[config.mk]
export PLATFORM = sky130hd
export DESIGN_NAME = line_raster_clipped
export DESIGN_NICKNAME = d
export VERILOG_FILES = /design/src/hdl/lrc_pkg.sv /design/src/hdl/lrc_fifo.sv /design/src/hdl/lrc_front.sv /design/src/hdl/lrc_back.sv /design/src/hdl/line_raster_clipped.sv
export SDC_FILE = /design/constraint.sdc
export NUM_CORES = 1
export LEC_CHECK = 0
export BUFFER_PORTS_ARGS = -buffer_cell sky130_fd_sc_hd__buf_2
export CAP_MARGIN = 20
export CORE_MARGIN = 10
export CORE_UTILIZATION = 30
export DETAILED_ROUTE_END_ITERATION = 10
export GPL_ROUTABILITY_DRIVEN = 0
export MAX_ROUTING_LAYER = met4
export SYNTH_ARGS = -nofsm -noshare
export SYNTH_HDL_FRONTEND = slang
export SYNTH_SLANG_ARGS = --single-unit
[constraint.sdc]
create_clock -name clk_i -period 4.02 [get_ports clk_i]
set_input_delay 0.804 -clock clk_i [delete_from_list [all_inputs] [get_ports clk_i]]
set_output_delay 0.804 -clock clk_i [all_outputs]
set_load 0.05 [all_outputs]
[src/hdl/lrc_pkg.sv]
package lrc_pkg;

  // Fixed widths of the register file and the colour path
  localparam int unsigned DimBits    = 13;
  localparam int unsigned ColourBits = 8;
  localparam int unsigned ApbAddrBits = 4;
  localparam int unsigned ApbDataBits = 32;

  // Register indexes, taken from paddr[3:2]
  localparam logic [1:0] RegFrameWidth  = 2'd0;
  localparam logic [1:0] RegFrameHeight = 2'd1;
  localparam logic [1:0] RegDrawColour  = 2'd2;

  // Reset values of the registers
  localparam logic [DimBits-1:0]    FrameWidthRst  = 13'd640;
  localparam logic [DimBits-1:0]    FrameHeightRst = 13'd480;
  localparam logic [ColourBits-1:0] DrawColourRst  = 8'd255;

  typedef enum logic {
    OP_START = 1'b0,
    OP_STEP  = 1'b1
  } opcode_e;

  typedef struct packed {
    logic [DimBits-1:0]    frame_width;
    logic [DimBits-1:0]    frame_height;
    logic [ColourBits-1:0] draw_colour;
  } cfg_t;

endpackage

[src/hdl/lrc_fifo.sv]
module lrc_fifo #(
  parameter int unsigned WIDTH = 56,
  parameter int unsigned DEPTH = 2
) (
  input  logic             clk_i,
  input  logic             rst_ni,
  input  logic             push_i,
  input  logic [WIDTH-1:0] wdata_i,
  output logic             full_o,
  input  logic             pop_i,
  output logic [WIDTH-1:0] rdata_o,
  output logic             empty_o
);

  localparam int unsigned PtrBits = (DEPTH > 1) ? $clog2(DEPTH) : 1;
  localparam int unsigned CntBits = $clog2(DEPTH + 1);

  logic [WIDTH-1:0]   mem_q [DEPTH];
  logic [PtrBits-1:0] wr_ptr_q, wr_ptr_d;
  logic [PtrBits-1:0] rd_ptr_q, rd_ptr_d;
  logic [CntBits-1:0] count_q, count_d;
  logic               do_push, do_pop;

  assign full_o  = (count_q == CntBits'(DEPTH));
  assign empty_o = (count_q == '0);
  assign do_push = push_i && !full_o;
  assign do_pop  = pop_i && !empty_o;
  assign rdata_o = mem_q[rd_ptr_q];

  always_comb begin
    wr_ptr_d = wr_ptr_q;
    rd_ptr_d = rd_ptr_q;
    count_d  = count_q;
    if (do_push) begin
      wr_ptr_d = (wr_ptr_q == PtrBits'(DEPTH - 1)) ? '0 : wr_ptr_q + 1'b1;
    end
    if (do_pop) begin
      rd_ptr_d = (rd_ptr_q == PtrBits'(DEPTH - 1)) ? '0 : rd_ptr_q + 1'b1;
    end
    if (do_push && !do_pop) begin
      count_d = count_q + 1'b1;
    end else if (do_pop && !do_push) begin
      count_d = count_q - 1'b1;
    end
  end

  always_ff @(posedge clk_i or negedge rst_ni) begin
    if (!rst_ni) begin
      wr_ptr_q <= '0;
      rd_ptr_q <= '0;
      count_q  <= '0;
    end else begin
      wr_ptr_q <= wr_ptr_d;
      rd_ptr_q <= rd_ptr_d;
      count_q  <= count_d;
    end
  end

  always_ff @(posedge clk_i) begin
    if (do_push) begin
      mem_q[wr_ptr_q] <= wdata_i;
    end
  end

  a_count_bound: assert property (@(posedge clk_i) disable iff (!rst_ni)
    count_q <= CntBits'(DEPTH))
    else $error("queue count above depth");

  a_push_grows: assert property (@(posedge clk_i) disable iff (!rst_ni)
    (do_push && !do_pop) |=> !empty_o)
    else $error("queue empty after a lone push");

  a_pop_shrinks: assert property (@(posedge clk_i) disable iff (!rst_ni)
    (do_pop && !do_push) |=> !full_o)
    else $error("queue full after a lone pop");

endmodule

[src/hdl/lrc_front.sv]
module lrc_front #(
  parameter int unsigned COORD_BITS = 13
) (
  input  logic                      clk_i,
  input  logic                      rst_ni,
  input  logic                      in_valid_i,
  output logic                      in_ready_o,
  input  lrc_pkg::opcode_e          opcode_i,
  input  logic [COORD_BITS-1:0]     start_x_i,
  input  logic [COORD_BITS-1:0]     start_y_i,
  input  logic [COORD_BITS-1:0]     end_x_i,
  input  logic [COORD_BITS-1:0]     end_y_i,
  output logic                      push_o,
  output logic [4*COORD_BITS+3:0]   entry_o,
  input  logic                      full_i
);

  localparam int unsigned CB = COORD_BITS;

  logic                    pv_q;
  lrc_pkg::opcode_e        op_q;
  logic [CB-1:0]           x1_q, y1_q;
  logic signed [CB:0]      dx_q, dy_q;
  logic signed [CB:0]      dx_d, dy_d;
  logic [CB:0]             adx_w, ady_w;
  logic [CB-1:0]           adx, ady, major, minor;
  logic                    steep;

  // Differences in one extra bit so no endpoint pair overflows
  assign dx_d = $signed({end_x_i[CB-1], end_x_i}) - $signed({start_x_i[CB-1], start_x_i});
  assign dy_d = $signed({end_y_i[CB-1], end_y_i}) - $signed({start_y_i[CB-1], start_y_i});

  assign push_o     = pv_q && !full_i;
  assign in_ready_o = !pv_q || !full_i;

  assign adx_w = dx_q[CB] ? -dx_q : dx_q;
  assign ady_w = dy_q[CB] ? -dy_q : dy_q;
  assign adx   = adx_w[CB-1:0];
  assign ady   = ady_w[CB-1:0];
  assign steep = ady > adx;
  assign major = steep ? ady : adx;
  assign minor = steep ? adx : ady;

  // Entry layout, low to high: minor, major, y1, x1, yneg, xneg, swap, opcode
  assign entry_o = {op_q, steep, dx_q[CB], dy_q[CB], x1_q, y1_q, major, minor};

  always_ff @(posedge clk_i or negedge rst_ni) begin
    if (!rst_ni) begin
      pv_q <= 1'b0;
    end else if (in_ready_o) begin
      pv_q <= in_valid_i;
    end
  end

  always_ff @(posedge clk_i) begin
    if (in_ready_o && in_valid_i) begin
      op_q <= opcode_i;
      x1_q <= start_x_i;
      y1_q <= start_y_i;
      dx_q <= dx_d;
      dy_q <= dy_d;
    end
  end

endmodule

[src/hdl/lrc_back.sv]
module lrc_back #(
  parameter int unsigned COORD_BITS = 13
) (
  input  logic                             clk_i,
  input  logic                             rst_ni,
  input  lrc_pkg::cfg_t                    cfg_i,
  input  logic [4*COORD_BITS+3:0]          entry_i,
  input  logic                             empty_i,
  output logic                             pop_o,
  output logic                             out_valid_o,
  input  logic                             out_ready_i,
  output logic [COORD_BITS-1:0]            pixel_x_o,
  output logic [COORD_BITS-1:0]            pixel_y_o,
  output logic                             inside_o,
  output logic [lrc_pkg::ColourBits-1:0]   colour_o,
  output logic                             last_o
);

  localparam int unsigned CB       = COORD_BITS;
  localparam int unsigned ErrBits  = CB + 3;
  localparam int unsigned CmpBits  = (CB > lrc_pkg::DimBits) ? CB : lrc_pkg::DimBits;

  logic [CB-1:0]              e_minor, e_major, e_x1, e_y1;
  logic                       e_yneg, e_xneg, e_swap;
  lrc_pkg::opcode_e           e_op;

  logic [CB-1:0]              cur_x_q, cur_y_q, major_q, pl_q;
  logic                       xneg_q, yneg_q, swap_q;
  logic signed [ErrBits-1:0]  err_q, up_q, dn_q;
  logic signed [ErrBits-1:0]  ld_up, ld_dn, ld_err;
  logic                       out_free, is_start, emit, err_ge, x_en, y_en, in_frame;

  assign e_minor = entry_i[CB-1:0];
  assign e_major = entry_i[2*CB-1:CB];
  assign e_y1    = entry_i[3*CB-1:2*CB];
  assign e_x1    = entry_i[4*CB-1:3*CB];
  assign e_yneg  = entry_i[4*CB];
  assign e_xneg  = entry_i[4*CB+1];
  assign e_swap  = entry_i[4*CB+2];
  assign e_op    = lrc_pkg::opcode_e'(entry_i[4*CB+3]);

  assign out_free = !out_valid_o || out_ready_i;
  assign is_start = (e_op == lrc_pkg::OP_START);
  assign pop_o    = !empty_i && (is_start || out_free);
  assign emit     = pop_o && !is_start && (pl_q != '0);

  // Error increments: 2*minor when no minor step, 2*minor-2*major otherwise
  assign ld_up  = $signed(ErrBits'({e_minor, 1'b0}));
  assign ld_dn  = ld_up - $signed(ErrBits'({e_major, 1'b0}));
  assign ld_err = ld_up - $signed(ErrBits'(e_major));

  assign err_ge = !err_q[ErrBits-1];
  assign x_en   = swap_q ? err_ge : 1'b1;
  assign y_en   = swap_q ? 1'b1 : err_ge;

  assign in_frame = !cur_x_q[CB-1] && (CmpBits'(cur_x_q) < CmpBits'(cfg_i.frame_width)) &&
                    !cur_y_q[CB-1] && (CmpBits'(cur_y_q) < CmpBits'(cfg_i.frame_height));

  always_ff @(posedge clk_i or negedge rst_ni) begin
    if (!rst_ni) begin
      pl_q        <= '0;
      cur_x_q     <= '0;
      cur_y_q     <= '0;
      major_q     <= '0;
      err_q       <= '0;
      up_q        <= '0;
      dn_q        <= '0;
      xneg_q      <= 1'b0;
      yneg_q      <= 1'b0;
      swap_q      <= 1'b0;
      out_valid_o <= 1'b0;
    end else begin
      if (pop_o && is_start) begin
        cur_x_q <= e_x1;
        cur_y_q <= e_y1;
        major_q <= e_major;
        pl_q    <= e_major;
        err_q   <= ld_err;
        up_q    <= ld_up;
        dn_q    <= ld_dn;
        xneg_q  <= e_xneg;
        yneg_q  <= e_yneg;
        swap_q  <= e_swap;
      end else if (emit) begin
        if (x_en) begin
          cur_x_q <= xneg_q ? cur_x_q - 1'b1 : cur_x_q + 1'b1;
        end
        if (y_en) begin
          cur_y_q <= yneg_q ? cur_y_q - 1'b1 : cur_y_q + 1'b1;
        end
        err_q <= err_q + (err_ge ? dn_q : up_q);
        pl_q  <= pl_q - 1'b1;
      end
      if (emit) begin
        out_valid_o <= 1'b1;
      end else if (out_ready_i) begin
        out_valid_o <= 1'b0;
      end
    end
  end

  always_ff @(posedge clk_i) begin
    if (emit) begin
      pixel_x_o <= cur_x_q;
      pixel_y_o <= cur_y_q;
      inside_o  <= in_frame;
      colour_o  <= cfg_i.draw_colour;
      last_o    <= (pl_q == CB'(1));
    end
  end

  a_last_ends_line: assert property (@(posedge clk_i) disable iff (!rst_ni)
    (emit && pl_q == CB'(1)) |=> (pl_q == '0))
    else $error("line still active after its last pixel");

  a_count_in_major: assert property (@(posedge clk_i) disable iff (!rst_ni)
    pl_q <= major_q)
    else $error("remaining pixel count exceeds major delta");

  a_err_window: assert property (@(posedge clk_i) disable iff (!rst_ni)
    (pl_q != '0) |-> (err_q >= dn_q && err_q < up_q))
    else $error("error term left its window");

  a_no_emit_idle: assert property (@(posedge clk_i) disable iff (!rst_ni)
    (pl_q == '0 && !(pop_o && is_start)) |=> !$rose(out_valid_o))
    else $error("pixel emitted with no line active");

endmodule

[src/hdl/line_raster_clipped.sv]
// Path: a step's pixel crosses the input stage, command queue and output register.
// Throughput: one command per cycle while the queue has room; each pixel update is
//   a single error add and two coordinate steps, so one pixel leaves per cycle while
//   m_axis_tready stays high.
// Reset (rst_ni, asynchronous, active low): no line active, queue empty, registers
//   at frame_width 640, frame_height 480, draw_colour 255.
module line_raster_clipped #(
  parameter int unsigned COORD_BITS = 13
) (
  input  logic                                   clk_i,
  input  logic                                   rst_ni,
  // Command stream
  input  logic                                   s_axis_tvalid,
  output logic                                   s_axis_tready,
  // tdata, low to high: start_x, start_y, end_x, end_y, zero fill
  input  logic [((4*COORD_BITS+7)/8)*8-1:0]      s_axis_tdata,
  // tuser: opcode (0 start, 1 step)
  input  logic                                   s_axis_tuser,
  // Pixel stream
  output logic                                   m_axis_tvalid,
  input  logic                                   m_axis_tready,
  // tdata, low to high: pixel_x, pixel_y, colour, zero fill
  output logic [((2*COORD_BITS+8+7)/8)*8-1:0]    m_axis_tdata,
  // tuser: inside_res
  output logic                                   m_axis_tuser,
  output logic                                   m_axis_tlast,
  // Register port
  input  logic                                   psel,
  input  logic                                   penable,
  input  logic                                   pwrite,
  input  logic [lrc_pkg::ApbAddrBits-1:0]        paddr,
  input  logic [lrc_pkg::ApbDataBits-1:0]        pwdata,
  output logic [lrc_pkg::ApbDataBits-1:0]        prdata,
  output logic                                   pready
);

  localparam int unsigned CB        = COORD_BITS;
  localparam int unsigned STdataW   = ((4*CB+7)/8)*8;
  localparam int unsigned MPayloadW = 2*CB + lrc_pkg::ColourBits;
  localparam int unsigned MTdataW   = ((MPayloadW+7)/8)*8;
  localparam int unsigned EntryW    = 4*CB + 4;
  localparam int unsigned QueueDepth = 2;

  lrc_pkg::cfg_t       cfg_q;
  logic                cfg_wr;
  logic [1:0]          reg_idx;

  logic                push, full, pop, empty;
  logic [EntryW-1:0]   wr_entry, rd_entry;

  logic [CB-1:0]       pixel_x, pixel_y;
  logic [lrc_pkg::ColourBits-1:0] colour;

  // ---------------------------------------------------------------------------
  // Register file: a write lands on the access cycle of the transaction.
  // ---------------------------------------------------------------------------
  assign pready  = 1'b1;
  assign reg_idx = paddr[3:2];
  assign cfg_wr  = psel && penable && pwrite && pready;

  always_ff @(posedge clk_i or negedge rst_ni) begin
    if (!rst_ni) begin
      cfg_q.frame_width  <= lrc_pkg::FrameWidthRst;
      cfg_q.frame_height <= lrc_pkg::FrameHeightRst;
      cfg_q.draw_colour  <= lrc_pkg::DrawColourRst;
    end else if (cfg_wr) begin
      case (reg_idx)
        lrc_pkg::RegFrameWidth:  cfg_q.frame_width  <= pwdata[lrc_pkg::DimBits-1:0];
        lrc_pkg::RegFrameHeight: cfg_q.frame_height <= pwdata[lrc_pkg::DimBits-1:0];
        lrc_pkg::RegDrawColour:  cfg_q.draw_colour  <= pwdata[lrc_pkg::ColourBits-1:0];
        default: ;
      endcase
    end
  end

  always_comb begin
    case (reg_idx)
      lrc_pkg::RegFrameWidth:  prdata = lrc_pkg::ApbDataBits'(cfg_q.frame_width);
      lrc_pkg::RegFrameHeight: prdata = lrc_pkg::ApbDataBits'(cfg_q.frame_height);
      lrc_pkg::RegDrawColour:  prdata = lrc_pkg::ApbDataBits'(cfg_q.draw_colour);
      default:                 prdata = '0;
    endcase
  end

  // ---------------------------------------------------------------------------
  // Front end: register the command with its endpoint differences, then classify
  // the line (absolute deltas, step signs, steep swap) on its way into the queue.
  // ---------------------------------------------------------------------------
  lrc_front #(
    .COORD_BITS (CB)
  ) u_front (
    .clk_i      (clk_i),
    .rst_ni     (rst_ni),
    .in_valid_i (s_axis_tvalid),
    .in_ready_o (s_axis_tready),
    .opcode_i   (lrc_pkg::opcode_e'(s_axis_tuser)),
    .start_x_i  (s_axis_tdata[CB-1:0]),
    .start_y_i  (s_axis_tdata[2*CB-1:CB]),
    .end_x_i    (s_axis_tdata[3*CB-1:2*CB]),
    .end_y_i    (s_axis_tdata[4*CB-1:3*CB]),
    .push_o     (push),
    .entry_o    (wr_entry),
    .full_i     (full)
  );

  // Short command queue: lets the front keep accepting while the pixel side stalls.
  lrc_fifo #(
    .WIDTH (EntryW),
    .DEPTH (QueueDepth)
  ) u_queue (
    .clk_i   (clk_i),
    .rst_ni  (rst_ni),
    .push_i  (push),
    .wdata_i (wr_entry),
    .full_o  (full),
    .pop_i   (pop),
    .rdata_o (rd_entry),
    .empty_o (empty)
  );

  // ---------------------------------------------------------------------------
  // Back end: start commands load the line state, step commands emit the current
  // pixel into the output register and advance the position and error term.
  // Steps with no line active drop out of the queue without a result.
  // ---------------------------------------------------------------------------
  lrc_back #(
    .COORD_BITS (CB)
  ) u_back (
    .clk_i       (clk_i),
    .rst_ni      (rst_ni),
    .cfg_i       (cfg_q),
    .entry_i     (rd_entry),
    .empty_i     (empty),
    .pop_o       (pop),
    .out_valid_o (m_axis_tvalid),
    .out_ready_i (m_axis_tready),
    .pixel_x_o   (pixel_x),
    .pixel_y_o   (pixel_y),
    .inside_o    (m_axis_tuser),
    .colour_o    (colour),
    .last_o      (m_axis_tlast)
  );

  // Pack the pixel payload; pad up to whole bytes with zeros.
  assign m_axis_tdata = MTdataW'({colour, pixel_y, pixel_x});

endmodule
==> flow_metrics.py <==
metrics = {
    "outcome": {
        "outcome": "complete, no violations",
    },
    "die": {
        "fp.dieW_um": 264,
        "start_util": 0.303,
        "core.rowCount": 89,
        "io_pins": 177,
        "die-height_um": 264,
        "core_area_sq_um": 59000,
        "dieArea_sq_um": 69800,
    },
    "clock_tree": {
        "clk_pin_slew_ns": 0.05,
        "cts.htree.levels": 2,
        "cts_hold_buf": 0,
        "cts-root-buf": "clkbuf_16",
        "tritoncts": "yes",
        "clock_sinks": 327,
        "ctsLongestPathBuffers": 3,
        "cts_buffers": 38,
        "worstSkewPairLatency_ns": 0.55,
    },
    "layout": {
        "final_cell_count_no_fill": 2516,
        "nFillCells": 5833,
        "final-seq-area_sq_um": 9220,
        "final_common_cell": "edfxtp_1",
        "multi_input_area_sq_um": 8030,
        "diodes": 0,
        "mostFrequentLayoutCells": "edfxtp_1, ha_1, buf_2, nand2_1",
        "area_growth_pct": 15.7,
        "drive_above_1_share": 0.171,
        "nNetsFinal": 1949,
        "design_area_sq_um": 20700,
    },
    "logic_synthesis": {
        "synth_cell_types": 66,
        "syn_area_sq_um": 17900,
        "synth_seq_cells": 327,
        "avgSynthCellArea_sq_um": 11.4,
        "synth_cells": 1568,
        "synthFlopType": "edfxtp_1",
        "seq_area_frac_synth": 0.515,
        "ys_async_sr_fraction": 0.379,
        "yosysWarnings": 0,
        "synth_edf_count": 203,
    },
    "grt": {
        "gr-total-overflow": 0,
        "grt_max_degree": 64,
        "use_met2": 0.203,
        "grtUsageMet1": 0.163,
        "top_usage_layer": "met2",
        "met3_usage": 0.0178,
        "grt_pass1_vias": 12565,
        "antenna_found_initial": 0,
        "grt_pass1_wl_um": 69200,
        "grtUsageTotal": 0.126,
    },
    "route": {
        "first_pass_iters": 6,
        "postRouteAntennaNets": 0,
        "vias": 12100,
        "wl_per_cell_um": 17.3,
        "post-route-drc-count": 0,
        "vias_per_cell": 4.81,
        "drt_wl_total_um": 43400,
        "drt_iter0_markers": 680,
    },
    "worst_setup_path": {
        "end_kind": "flop",
        "worstSetupPathType": "flop to flop",
        "critPathMaxFanout": 25,
        "setup.worst_path.start_class": "flop",
        "worstPathArrival_ns": 4.12,
        "cp_data_required_time_ns": 4.39,
        "reg2reg_setup_slack_ns": 0.26,
    },
    "sta": {
        "finalHoldViolCount": 0,
        "period_minus_slack_ns": 3.76,
        "slew_viol_final": 0,
        "fin_worst_skew_ns": 0.0127,
        "relSlewSlack": 0.362,
        "fin_tns_setup_ns": 0,
        "fin_crit_sh": 0.934,
        "tightest_slew_ns": 0.956,
        "fmax_mhz": 266,
        "rsz0062_at_grt": "true",
        "setup_violations": 0,
        "fin_ws_ns": 0.263,
    },
    "power": {
        "p_total_mw": 19.8,
        "ir_worst_vdd_v": 0.000436,
        "p_per_area_nw_per_um2": 956,
        "power_leakage_nw": 8.66,
    },
    "place": {
        "dp_cells": 2445,
        "place_ws_ns": 0.156,
        "portBuffers": 125,
        "dp_hpwl_um": 32800,
        "dpl_cell_area_sq_um": 19500,
    },
    "min_path": {
        "holdCritPathClass": "primary input to asynchronous set/reset pin",
    },
    "run": {
        "max-cap-violations": 0,
    },
}
## synthesized netlist by cell type (14+ instances only)
library cell / number / area [sq um]
nor3_1: 28 / 140
dfstp_2: 14 / 368
o21ai_0: 109 / 546
mux2i_1: 88 / 881
nand3_1: 18 / 90.1
ha_1: 129 / 1610
a21oi_1: 85 / 425
mux2_2: 56 / 631
o31ai_1: 17 / 128
a211oi_1: 33 / 248
buf_4: 27 / 203
nand2_1: 116 / 435
nand2b_1: 21 / 131
nor2_1: 65 / 244
clkbuf_1: 28 / 105
a31oi_1: 14 / 87.6
nor2b_1: 27 / 169
edfxtp_1: 203 / 6100
inv_1: 109 / 409
dfrtp_1: 110 / 2750
xor2_1: 39 / 342
xnor2_1: 41 / 359
a21o_1: 18 / 135
o21a_1: 18 / 135
## report_power, final
part           internal [mW]  switching (mW)  total [mW]
logic                   4.09            6.25        10.3
registers               5.27           0.838        6.11
clock network           1.98            1.36        3.34
## per-layer routing
layer	routed length [um]	vias to the layer above
li1	-	5979
met1	20800	5845
met2	20300	212
met3	1210	64
met4	1020	0
met5	0	-
## through the flow
stage / utilization / hold slack (ns)
finish: 0.351 / 0.357
global route: 0.351 / 0.406
CTS: 0.350 / 0.383
detailed placement: 0.330 / 0.434
global placement: 0.330 / 0.423
floorplan: - / 0.421
## repair_timing
| item | CTS | global route |
|---|---|---|
| setup endpoints to repair | 0 | 48 |
| setup buffers | 0 | 1 |
| gates resized for setup | 0 | 5 |
## path summary, 6_finish.rpt
| check | start | to | cells after the start |
|---|---|---|---|
| hold / removal | rst_ni | cfg_q[26] | 1 |
| setup reg to reg | u_front.dy_q[1] | u_queue.mem_q[1][20] | 16 |
| hold reg to reg | u_front.x1_q[8] | u_queue.mem_q[0][47] | 0 |
| max in group asynchronous | rst_ni | u_back.dn_q[6] | 2 |
| setup / recovery | u_front.dy_q[1] | u_queue.mem_q[1][20] | 16 |
| min in group clk_i | u_front.x1_q[8] | u_queue.mem_q[0][47] | 0 |
## cells by family (layout without fill, tap and decap cells)
| family | Yosys count | in the layout | synth area share |
|---|---|---|---|
| AOI/OAI and AO/OA | 366 | 366 | 0.129 |
| xor gates and xnor gates | 80 | 80 | 0.0392 |
| adders and majority gates | 136 | 136 | 0.0980 |
| buffers and inverters | 182 | 333 | 0.0444 |
| DFF | 327 | 327 | 0.515 |
| muxes | 145 | 145 | 0.0853 |
| other | 2 | 26 | 0.000420 |
| and+or+nand+nor | 330 | 330 | 0.0889 |
## state kept, by name, indices dropped and copies added, names as in the netlist, 14 cells and up
signal / cells
cfg_q: 34
u_back.dn_q: 14
u_queue.mem_q: 112
u_front.dx_q: 14
u_front.dy_q: 14
u_back.err_q: 15
## cell type report
class / count / share of cell area
timing repair buffer: 153 / 0.0417
tap: 773 / 0.0467
inverter: 110 / 0.0199
clock buffer: 56 / 0.0517
sequential: 327 / 0.445
clock inverter: 14 / 0.00689
multi-input combinational: 1083 / 0.388
## worst max-delay path: stages (launching register included)
cell	delay, ns
edfxtp_1	0.40
inv_1	0.09
ha_1	0.16
nand2_1	0.08
or4_1	0.47
o41ai_2	0.29
xor2_1	0.26
inv_1	0.07
ha_1	0.31
a21o_1	0.18
a21o_1	0.18
a21oi_1	0.12
o21ai_0	0.09
a21oi_1	0.19
a41o_1	0.17
buf_12	0.22
mux2i_2	0.28
(Power assumes the default switching activity.)
